$ cat src/design/mesh_support_point_search_top_assert.svh
// Assertion macros for the support-point search block.
`ifndef MESH_SUPPORT_POINT_SEARCH_TOP_ASSERT_SVH
`define MESH_SUPPORT_POINT_SEARCH_TOP_ASSERT_SVH

// Same-cycle implication, reset-qualified.
`define MSPS_ASSERT_NOW(lbl, ante, cons, msg) \
	lbl: assert property (@(posedge clk) disable iff (!arst_n) (ante) |-> (cons)) \
		else $error(msg);

// Next-cycle implication, reset-qualified.
`define MSPS_ASSERT_NEXT(lbl, ante, cons, msg) \
	lbl: assert property (@(posedge clk) disable iff (!arst_n) (ante) |=> (cons)) \
		else $error(msg);

`endif

$ cat src/design/msps_pkg.sv
// Shared types, codes and helpers for the support-point search block.
package msps_pkg;

	// Vertex transaction, signed Q8.8 coordinates.
	typedef struct packed {
		logic signed [15:0] vertex_x;
		logic signed [15:0] vertex_y;
		logic signed [15:0] vertex_z;
		logic               last_vertex;
	} vertex_t;

	// Result transaction: Q20.16 point, Q32.24 dot.
	typedef struct packed {
		logic signed [35:0] point_x;
		logic signed [35:0] point_y;
		logic signed [35:0] point_z;
		logic signed [55:0] support_dot;
	} result_t;

	// Configuration register indexes.
	localparam logic [1:0] CFG_ROW_X = 2'd0;
	localparam logic [1:0] CFG_ROW_Y = 2'd1;
	localparam logic [1:0] CFG_ROW_Z = 2'd2;
	localparam logic [1:0] CFG_DIR   = 2'd3;

	// MAC pass codes: three matrix rows, then the dot product.
	localparam logic [1:0] ROW_X   = 2'd0;
	localparam logic [1:0] ROW_Y   = 2'd1;
	localparam logic [1:0] ROW_Z   = 2'd2;
	localparam logic [1:0] ROW_DOT = 2'd3;

	// Term index within a pass.
	localparam logic [1:0] COL_FIRST = 2'd0;
	localparam logic [1:0] COL_MID   = 2'd1;
	localparam logic [1:0] COL_LAST  = 2'd2;

	// Controller to datapath.
	typedef struct packed {
		logic       capture;
		logic       mac;
		logic [1:0] row;
		logic [1:0] col;
		logic       decide;
		logic       emit;
	} cmd_t;

	// Datapath to controller.
	typedef struct packed {
		logic last;
		logic out_free;
	} sts_t;

	// Signed 16-bit lane k of a packed word.
	function automatic logic signed [15:0] lane16(input logic [63:0] w, input logic [1:0] k);
		lane16 = w[k*16 +: 16];
	endfunction

endpackage

$ cat src/design/msps_ctrl.sv
// Sequencer for the support-point search: accept, twelve MAC steps, decide, emit.
module msps_ctrl (
	input  logic             clk,
	input  logic             arst_n,
	input  logic             in_valid,
	output logic             in_stall,
	input  msps_pkg::sts_t   sts,
	output msps_pkg::cmd_t   cmd
);

	localparam logic [1:0] ST_IDLE   = 2'd0;
	localparam logic [1:0] ST_MAC    = 2'd1;
	localparam logic [1:0] ST_DECIDE = 2'd2;
	localparam logic [1:0] ST_EMIT   = 2'd3;

	logic [1:0] state_q;
	logic [1:0] state_d;
	logic [1:0] row_q;
	logic [1:0] row_d;
	logic [1:0] col_q;
	logic [1:0] col_d;

	assign in_stall = (state_q != ST_IDLE);

	always_comb begin
		state_d     = state_q;
		row_d       = row_q;
		col_d       = col_q;
		cmd         = '0;
		cmd.row     = row_q;
		cmd.col     = col_q;
		case (state_q)
			ST_IDLE: begin
				if (in_valid) begin
					cmd.capture = 1'b1;
					row_d       = msps_pkg::ROW_X;
					col_d       = msps_pkg::COL_FIRST;
					state_d     = ST_MAC;
				end
			end
			ST_MAC: begin
				cmd.mac = 1'b1;
				if (col_q == msps_pkg::COL_LAST) begin
					col_d = msps_pkg::COL_FIRST;
					if (row_q == msps_pkg::ROW_DOT) begin
						state_d = ST_DECIDE;
					end else begin
						row_d = row_q + 2'd1;
					end
				end else begin
					col_d = col_q + 2'd1;
				end
			end
			ST_DECIDE: begin
				cmd.decide = 1'b1;
				state_d    = sts.last ? ST_EMIT : ST_IDLE;
			end
			ST_EMIT: begin
				// wait for the output register to drain
				if (sts.out_free) begin
					cmd.emit = 1'b1;
					state_d  = ST_IDLE;
				end
			end
			default: begin
				state_d = ST_IDLE;
			end
		endcase
	end

	always_ff @(posedge clk or negedge arst_n) begin
		if (!arst_n) begin
			state_q <= ST_IDLE;
			row_q   <= msps_pkg::ROW_X;
			col_q   <= msps_pkg::COL_FIRST;
		end else begin
			state_q <= state_d;
			row_q   <= row_d;
			col_q   <= col_d;
		end
	end

endmodule

$ cat src/design/msps_dp.sv
// Datapath: shared 36x16 MAC, world point and dot registers, running best, output register.
module msps_dp (
	input  logic              clk,
	input  logic              arst_n,
	input  msps_pkg::cmd_t    cmd,
	output msps_pkg::sts_t    sts,
	input  msps_pkg::vertex_t in_data,
	input  logic [63:0]       row_x,
	input  logic [63:0]       row_y,
	input  logic [63:0]       row_z,
	input  logic [47:0]       dir,
	output logic              out_valid,
	input  logic              out_stall,
	output msps_pkg::result_t out_data
);

	msps_pkg::vertex_t  vtx_q;
	logic signed [35:0] wx_q, wy_q, wz_q;
	logic signed [55:0] acc_q;
	logic signed [55:0] dot_q;
	logic               have_best_q;
	logic signed [55:0] best_dot_q;
	logic signed [35:0] best_x_q, best_y_q, best_z_q;
	msps_pkg::result_t  out_q;
	logic               out_valid_q;

	logic signed [35:0] op_a;
	logic signed [15:0] op_b;
	logic [63:0]        coef_word;
	logic signed [51:0] prod;
	logic signed [55:0] base;
	logic signed [55:0] acc_next;
	logic signed [15:0] bias;
	logic               replace;

	// operand A: vertex lane during transform passes, world coordinate during the dot
	always_comb begin
		case (cmd.col)
			msps_pkg::COL_FIRST: op_a = (cmd.row == msps_pkg::ROW_DOT) ? wx_q
				: {{20{vtx_q.vertex_x[15]}}, vtx_q.vertex_x};
			msps_pkg::COL_MID:   op_a = (cmd.row == msps_pkg::ROW_DOT) ? wy_q
				: {{20{vtx_q.vertex_y[15]}}, vtx_q.vertex_y};
			msps_pkg::COL_LAST:  op_a = (cmd.row == msps_pkg::ROW_DOT) ? wz_q
				: {{20{vtx_q.vertex_z[15]}}, vtx_q.vertex_z};
			default:             op_a = '0;
		endcase
	end

	always_comb begin
		case (cmd.row)
			msps_pkg::ROW_X: coef_word = row_x;
			msps_pkg::ROW_Y: coef_word = row_y;
			msps_pkg::ROW_Z: coef_word = row_z;
			default:         coef_word = {16'd0, dir};
		endcase
	end

	assign op_b = msps_pkg::lane16(coef_word, cmd.col);
	assign bias = msps_pkg::lane16(coef_word, 2'd3);
	assign prod = op_a * op_b;

	// first term of a row pass starts from m3 * 1.0 (Q8.8 -> Q16.16); dot starts from 0
	always_comb begin
		if (cmd.col == msps_pkg::COL_FIRST) begin
			base = (cmd.row == msps_pkg::ROW_DOT) ? 56'sd0
				: {{32{bias[15]}}, bias, 8'd0};
		end else begin
			base = acc_q;
		end
	end

	assign acc_next = base + {{4{prod[51]}}, prod};
	assign replace  = !have_best_q || (dot_q > best_dot_q);

	always_ff @(posedge clk) begin
		if (cmd.capture) begin
			vtx_q <= in_data;
		end
		if (cmd.mac) begin
			acc_q <= acc_next;
			if (cmd.col == msps_pkg::COL_LAST) begin
				case (cmd.row)
					msps_pkg::ROW_X: wx_q  <= acc_next[35:0];
					msps_pkg::ROW_Y: wy_q  <= acc_next[35:0];
					msps_pkg::ROW_Z: wz_q  <= acc_next[35:0];
					default:         dot_q <= acc_next;
				endcase
			end
		end
		if (cmd.decide && replace) begin
			best_dot_q <= dot_q;
			best_x_q   <= wx_q;
			best_y_q   <= wy_q;
			best_z_q   <= wz_q;
		end
		if (cmd.emit) begin
			out_q.point_x     <= best_x_q;
			out_q.point_y     <= best_y_q;
			out_q.point_z     <= best_z_q;
			out_q.support_dot <= best_dot_q;
		end
	end

	always_ff @(posedge clk or negedge arst_n) begin
		if (!arst_n) begin
			have_best_q <= 1'b0;
			out_valid_q <= 1'b0;
		end else begin
			if (cmd.emit) begin
				have_best_q <= 1'b0;
			end else if (cmd.decide) begin
				have_best_q <= 1'b1;
			end
			if (cmd.emit) begin
				out_valid_q <= 1'b1;
			end else if (!out_stall) begin
				out_valid_q <= 1'b0;
			end
		end
	end

	assign sts.last     = vtx_q.last_vertex;
	assign sts.out_free = !out_valid_q || !out_stall;
	assign out_valid    = out_valid_q;
	assign out_data     = out_q;

endmodule

$ cat src/design/mesh_support_point_search_top.sv
// Top level of the mesh support-point search block: configuration registers and core.
// Streams model-space vertices (signed Q8.8), transforms each by a 3x4 world matrix,
// dots the world point with a search direction and keeps the point with the greatest
// dot (earliest wins ties). The vertex flagged last_vertex releases one result
// transaction: the kept Q20.16 point and its Q32.24 dot, after which the search
// restarts. One multiply-accumulate unit is shared by all twelve products, so a vertex
// occupies the block through accept, 12 MAC steps and compare, and a last vertex also
// waits to load the output register while an earlier result is still held there;
// in_stall is high for all of it but the accept cycle.
// The output register lets the next query start while a result waits to be taken.
// Configuration writes are always ready and take effect for the next vertex; write
// only while idle.
`include "mesh_support_point_search_top_assert.svh"

module mesh_support_point_search_top (
	input  logic              clk,
	input  logic              arst_n,
	// vertex transactions
	input  logic              in_valid,
	output logic              in_stall,
	input  msps_pkg::vertex_t in_data,
	// result transactions
	output logic              out_valid,
	input  logic              out_stall,
	output msps_pkg::result_t out_data,
	// configuration writes
	input  logic              cfg_valid,
	output logic              cfg_ready,
	input  logic [1:0]        cfg_index,
	input  logic [63:0]       cfg_data
);

	// Matrix rows: four Q8.8 coefficients each, m0 in the low lane, m3 is the offset.
	logic [63:0] row_x_q;
	logic [63:0] row_y_q;
	logic [63:0] row_z_q;
	// Direction: x, y, z Q8.8 lanes, x low.
	logic [47:0] dir_q;

	msps_pkg::cmd_t cmd;
	msps_pkg::sts_t sts;

	// Register file never back-pressures.
	assign cfg_ready = 1'b1;

	always_ff @(posedge clk or negedge arst_n) begin
		if (!arst_n) begin
			row_x_q <= '0;
			row_y_q <= '0;
			row_z_q <= '0;
			dir_q   <= '0;
		end else if (cfg_valid && cfg_ready) begin
			case (cfg_index)
				msps_pkg::CFG_ROW_X: row_x_q <= cfg_data;
				msps_pkg::CFG_ROW_Y: row_y_q <= cfg_data;
				msps_pkg::CFG_ROW_Z: row_z_q <= cfg_data;
				msps_pkg::CFG_DIR:   dir_q   <= cfg_data[47:0];
				default: begin
				end
			endcase
		end
	end

	// Sequencer: walks rows x, y, z then the dot, three terms each.
	msps_ctrl u_ctrl (
		.clk      (clk),
		.arst_n   (arst_n),
		.in_valid (in_valid),
		.in_stall (in_stall),
		.sts      (sts),
		.cmd      (cmd)
	);

	// MAC, running best and output register.
	msps_dp u_dp (
		.clk       (clk),
		.arst_n    (arst_n),
		.cmd       (cmd),
		.sts       (sts),
		.in_data   (in_data),
		.row_x     (row_x_q),
		.row_y     (row_y_q),
		.row_z     (row_z_q),
		.dir       (dir_q),
		.out_valid (out_valid),
		.out_stall (out_stall),
		.out_data  (out_data)
	);

	// An accepted vertex keeps the block busy on the next cycle.
	`MSPS_ASSERT_NEXT(a_busy_after_accept, in_valid && !in_stall, in_stall, "not busy after accept")
	// Result appears only from an emit command.
	`MSPS_ASSERT_NOW(a_out_from_emit, $rose(out_valid), $past(cmd.emit), "result without emit")
	// Emit never overwrites a result still waiting.
	`MSPS_ASSERT_NOW(a_emit_slot_free, cmd.emit, !out_valid || !out_stall, "emit over held result")
	// Commands are mutually exclusive.
	`MSPS_ASSERT_NOW(a_cmd_exclusive, 1'b1, $onehot0({cmd.capture, cmd.mac, cmd.decide, cmd.emit}),
		"overlapping commands")

endmodule

$ cat config.mk
export PLATFORM = sky130hd
export DESIGN_NAME = mesh_support_point_search_top
export DESIGN_NICKNAME = d
export VERILOG_FILES = /design/src/design/msps_pkg.sv /design/src/design/msps_ctrl.sv /design/src/design/msps_dp.sv /design/src/design/mesh_support_point_search_top.sv
export VERILOG_INCLUDE_DIRS = /design/src /design/src/design
export SDC_FILE = /design/constraint.sdc
export NUM_CORES = 2
export LEC_CHECK = 0
export BUFFER_PORTS_ARGS = -buffer_cell sky130_fd_sc_hd__buf_2
export CAP_MARGIN = 15
export CORE_AREA = 2 2 319 321
export DETAILED_ROUTE_END_ITERATION = 16
export DIE_AREA = 0 0 321 323
export PLACE_DENSITY = 0.72
export SETUP_SLACK_MARGIN = 0.1
export SYNTH_ARGS = -nofsm -noshare
export SYNTH_HDL_FRONTEND = slang
export SYNTH_SLANG_ARGS = --single-unit
$ cat constraint.sdc
create_clock -name clk -period 14.4 [get_ports clk]
set_clock_uncertainty 0.15 [all_clocks]
set_input_delay 0.72 -clock clk [delete_from_list [all_inputs] [get_ports clk]]
set_output_delay 0.72 -clock clk [all_outputs]
set_load 0.01 [all_outputs]
# Yosys cells after proc, flatten, opt, wreduce, memory -nomap -nowiden
# Index checks and enable logic that the tools add are counted.
[totals]
mem_count = 0
mem_bits_ro = 0
in_bits = 120
regBits = 845
word_cells = 104
latch_bits = 0
ram_bits = 0
output_inout_bits = 167
[classes]
n_bitwise = 1
n_lt_le_gt_ge = 1
multipliers = 1
eq_ne = 17
reduce_logical = 25
n_addsub = 3
shift = 1
n_mux = 29
div = 0
[ops]
columns = ["operator", "count"]
rows = [
  ["$pmux W64 S3", 1],
  ["$mux W56", 2],
  ["$mux W36", 3],
  ["$pmux W36 S3", 1],
  ["$shiftx A64 B7 Y16", 1],
  ["$add A56 B56 Y56", 1],
  ["$gt A56 B56 Y1", 1],
  ["$mul A36 B16 Y52", 1],
  ["$mux W2", 9],
  ["$eq A2 B2 Y1 const B", 7],
  ["$reduce_and A3 Y1", 4],
  ["$mux W1", 10],
  ["$reduce_and A2 Y1", 5],
  ["$eq A2 B1 Y1 const B", 4],
  ["$logic_not A2 Y1", 4],
  ["$pmux W2 S2", 2],
  ["$pmux W2 S4", 1],
  ["$reduce_and A4 Y1", 2],
  ["$ne A2 B1 Y1 const B", 3],
  ["$ne A2 B2 Y1 const B", 3],
  ["$reduce_bool A2 Y1", 3],
  ["$add A2 B1 Y2 const B", 2],
  ["$logic_not A1 Y1", 3],
  ["$reduce_or A3 Y1", 1],
  ["3 further kinds", 4],
]

# Logic depth before layout (Yosys ltp)
[logic_depth]
word_depth = 5
ltp_mapped = 46
depth_no_buf = 42

# By module
# A second synthesis with hierarchy kept.
[unflattened]
hier_cells = 4727
area_unflattened_um2 = 56241.4
[by_module_without_submodules]
columns = ["module", "seq_area_each_um2", "area_each_um2", "cells_per_inst", "instances"]
rows = [
  ["msps_dp", 17977.2, 46055.4, 4184, 1],
  ["mesh_support_point_search_top", 6005.8, 9854.5, 512, 1],
  ["msps_ctrl", 150.1, 331.6, 31, 1],
]

# Worst setup path after synthesis
# No wires, ideal clock.
[synth_timing]
kind = "reg-to-reg"
startpoint = "register u_dp.dot_q[49]"
endpoint = "register u_dp.best_dot_q[0] (enable)"
period_less_slack_ps = 10941
slack_ps = 3459
t_required_ps = 13507
path_buffers = 0
t_arrival_ps = 10048
setup_ps = 743
stages_incl_launch_ff = 12
path_cell_list = "edfxtp_1 ha_1 a21o_1 a21o_1 a21o_1 a21o_1 a21o_1 a21o_1 a221oi_1 o211ai_1 xor2_1 a21oi_1"
[synth_via]
elab_chain_cells = 3
[synth_lines]
columns = ["item", "line_no", "source"]
rows = [
  ["start, declared", "msps_dp.sv:20", "logic signed [55:0] dot_q;"],
  ["start signal, assigned", "msps_dp.sv:86", "default: dot_q <= acc_next;"],
  ["$gt A56 B56 Y1", "msps_dp.sv:73", "assign replace = !have_best_q || (dot_q > best_dot_q);"],
  ["$logic_or A1 B1 Y1", "msps_dp.sv:73", ""],
  ["$logic_and A1 B1 Y1", "msps_dp.sv:90", "if (cmd.decide && replace) begin"],
  ["end signal, assigned", "msps_dp.sv:91", "best_dot_q <= dot_q;"],
  ["end, declared", "msps_dp.sv:22", "logic signed [55:0] best_dot_q;"],
]
# Every way passes these cells.
# A chain may end at the register's enable or synchronous reset.

# Worst setup path in the final report
[layout_timing]
startpoint = "register u_ctrl.row_q[0]"
endpoint = "register u_dp.dot_q[55] (data pin)"
[layout_via]
elab_chain_cells = 5
elab_cells_between_ends = 14
classes_between = "add/sub: 1; mul: 1; eq/ne: 3; shift: 1; mux: 7; reduce/logical: 1"
[layout_lines]
columns = ["item", "line_no", "source"]
rows = [
  ["start, declared", "msps_ctrl.sv:18", "logic [1:0] row_q;"],
  ["start signal, assigned", "msps_ctrl.sv:74", "row_q <= msps_pkg::ROW_X;"],
  ["start signal, assigned", "msps_ctrl.sv:78", "row_q <= row_d;"],
  ["$eq A2 B2 Y1 (tied with other cells)", "msps_dp.sv:50", "case (cmd.row)"],
  ["$pmux W64 S3 (tied with other cells)", "msps_dp.sv:50", ""],
  ["$shiftx A64 B7 Y16 (tied with other cells)", "msps_pkg.sv:55", "lane16 = w[k*16 +: 16];"],
  ["$mul A36 B16 Y52 or $mux W56 (tied branches)", "msps_dp.sv:60, msps_dp.sv:64", ""],
  ["$add A56 B56 Y56 (*)", "msps_dp.sv:72", "assign acc_next = base + {{4{prod[51]}}, prod};"],
  ["via u_dp.acc_next[55]", "msps_dp.sv:32", "logic signed [55:0] acc_next;"],
]
# Mark *: on every way through the listed nets, which the timed path passes. The rest lies on a longest branch.

==> metrics.cfg <==
[outcome]
status = finished, final reports clean

[synthesis]
ys_ff_latch = 845
synth.distinct_cells = 78
postSynthAreaPerCell_um2 = 11.8
syn_nets = 5542
ys_warn_count = 0
synthFlopType = edfxtp_1
synth_edf_count = 597
yosysSeqAreaShare = 0.441
synth_cells = 4641
async_flop_share = 0.293
synth_area_um2 = 54700

[timing]
period_needed_ns = 12.91
tns_ns = 0
fin_crit_sh = 0.897
finalHoldViolCount = 0
rsz0062_at_grt = false
slew_headroom = 0.0752
max_slew.worst_pin.slew_ns = 1.39
slew_viol_final = 0
setup_violations = 0
max_freq_ghz = 0.0774

[floorplanning]
fp.dieH_um = 323
die-area_um2 = 104000
coreArea_um2 = 101000
num_rows = 117
die_w_um = 321
io_pins = 287
initial_core_util = 0.543

[placement]
dp_hpwl_um = 115000
gp_congestion = 0.983
numPortBuffers = 285

[drt]
ant_nets = 0
wl_met1_um = 59100
routed_wl_um = 153000
met3_wirelength_um = 14000
routedWlPerCell_um = 24.4
viasPerCell = 5.96
top_layer = met5
vias = 37300
wl_met2_um = 72800
drtIter0Drc = 3525
drc = 0
first_pass_iters = 8

[clock_tree]
cts_made_buffers = 84
postCtsResizedCells = 0
clk-insertion-delay-late_ns = 0.67
cts_setup_buffers = 0
cts.sinks = 845
cts_max_level = 3
clk_pin_slew_ns = 0.06
cts_tree = built
clock_path_buffers = 3
root_buffer = clkbuf_16
cts-hold-fix-buffers = 0

[worst_setup_path]
timing.critical_path.buf_inv = 8
cp_num_cells = 39
cp-startpoint = u_ctrl.row_q[0]
r2r_cells = 39
crit_type = reg2reg
r2r-end = u_dp.dot_q[55]
crit_family = compound AO/OA/AOI/OAI gates
r2r_slack_ns = 1.49
worst_setup_path_start_kind = flip-flop
cp-end-kind = flip-flop
r2r_start = u_ctrl.row_q[0]
critPathRequiredTime_ns = 14.64
critPathMaxFanout = 42
slowest_stage = inv_1
critPathMaxStageDelay_ns = 0.67
crit_arrival_ns = 13.15

[global_route]
grt_start_max_net_pins = 128
overflow = 0
grt_pass1_wl_um = 233000
grt_pass1_vias = 38400
antenna_found_initial = 13
grt_usage = 0.300

[finish]
post-route-util = 0.601
fin_nets = 5784
mostFrequentLayoutCells = inv_1, edfxtp_1, fa_1
fillCellCount = 8008
area_growth_pct = 10.6
drive_gt1_frac = 0.162
final_common_cell = inv_1

[run]
drv_cap = 0

[hold_path]
min_path_type = in2async

## metal layers
| metal | vias up | GRT usage |
|---|---|---|
| li1 | 16100 | - |
| met1 | 18900 | 0.392 |
| met2 | 1940 | 0.491 |
| met3 | 381 | 0.0598 |
| met4 | 12 | 0.127 |
| met5 | - | 0 |
## final cells by class
class	count	area [um^2]	area share
multi-input cells	2905	27400	0.453
diodes	4	10.0	0.000165
clock buffers	113	2350	0.0389
inverters	699	2620	0.0434
flip-flops and latches	845	24100	0.399
repair buffers	348	1940	0.0320
well taps	1309	1640	0.0271
clock inverters	41	379	0.00627
## Yosys cell counts, drive strengths merged (60+ instances only)
library cell  instances  area share
xnor2                74       0.012
nand3                60      0.0056
inv                 693       0.048
a21oi               203       0.019
nor2                341       0.023
fa                  544        0.20
nand2               457       0.031
a21o                 69      0.0095
ha                  237       0.054
dfrtp               248        0.11
clkbuf              155       0.011
mux2                257       0.053
edfxtp              597        0.33
o21ai                97      0.0089
## sequential cells by signal, summed over array words and instances (netlist names), 2 cells and up
name             cells
u_dp.out_data      164
u_dp.vtx_q          48
row_x_q             64
u_dp.wx_q           36
u_dp.best_dot_q     56
u_dp.best_z_q       36
u_ctrl.state_q       2
u_dp.wz_q           36
u_dp.wy_q           36
row_z_q             64
u_dp.best_x_q       36
u_dp.best_y_q       36
u_ctrl.col_q         2
dir_q               48
u_dp.dot_q          56
u_ctrl.row_q         2
u_dp.acc_q          56
row_y_q             64
## worst max-delay path by stage
| stage | endpoint | slack, ns |
|---|---|---|
| CTS | u_dp.dot_q[55] | 1.59 |
| detailed placement | u_dp.dot_q[55] | 1.66 |
| finish | u_dp.dot_q[55] | 1.49 |
| floorplan | u_dp.best_dot_q[0] | 3.46 |
| global route | u_dp.dot_q[55] | 1.01 |
| global placement | u_dp.acc_q[55] | 1.79 |
## per-stage QoR
| stage | setup slack (ns) | hold WS, ns | cells | cell area (um^2) |
|---|---|---|---|---|
| detailed placement | 1.66 | 0.255 | 6106 | 57700 |
| CTS | 1.59 | 0.0440 | 6260 | 60500 |
| global placement | 1.79 | 0.254 | 6105 | 57700 |
| finish | 1.49 | 0.0200 | 6264 | 60500 |
| global route | 1.01 | 0.0560 | 6262 | 60500 |
| floorplan | 3.46 | 0.250 | 4641 | 54700 |
## logic make-up after synthesis
group / Yosys count / share of synthesized area
adder cells (fa/ha/maj): 781 / 0.253
AO/OA/AOI/OAI: 693 / 0.0852
AND/OR/NAND/NOR: 1035 / 0.0809
multiplexers: 284 / 0.0601
flip-flops: 845 / 0.441
XOR/XNOR: 111 / 0.0178
other: 1 / 0.0000685
buffers and inverters: 891 / 0.0616
Power is left out: the tool's default activity adds up to more than one toggle a clock period on the data nets, which glitch-free logic cannot reach.
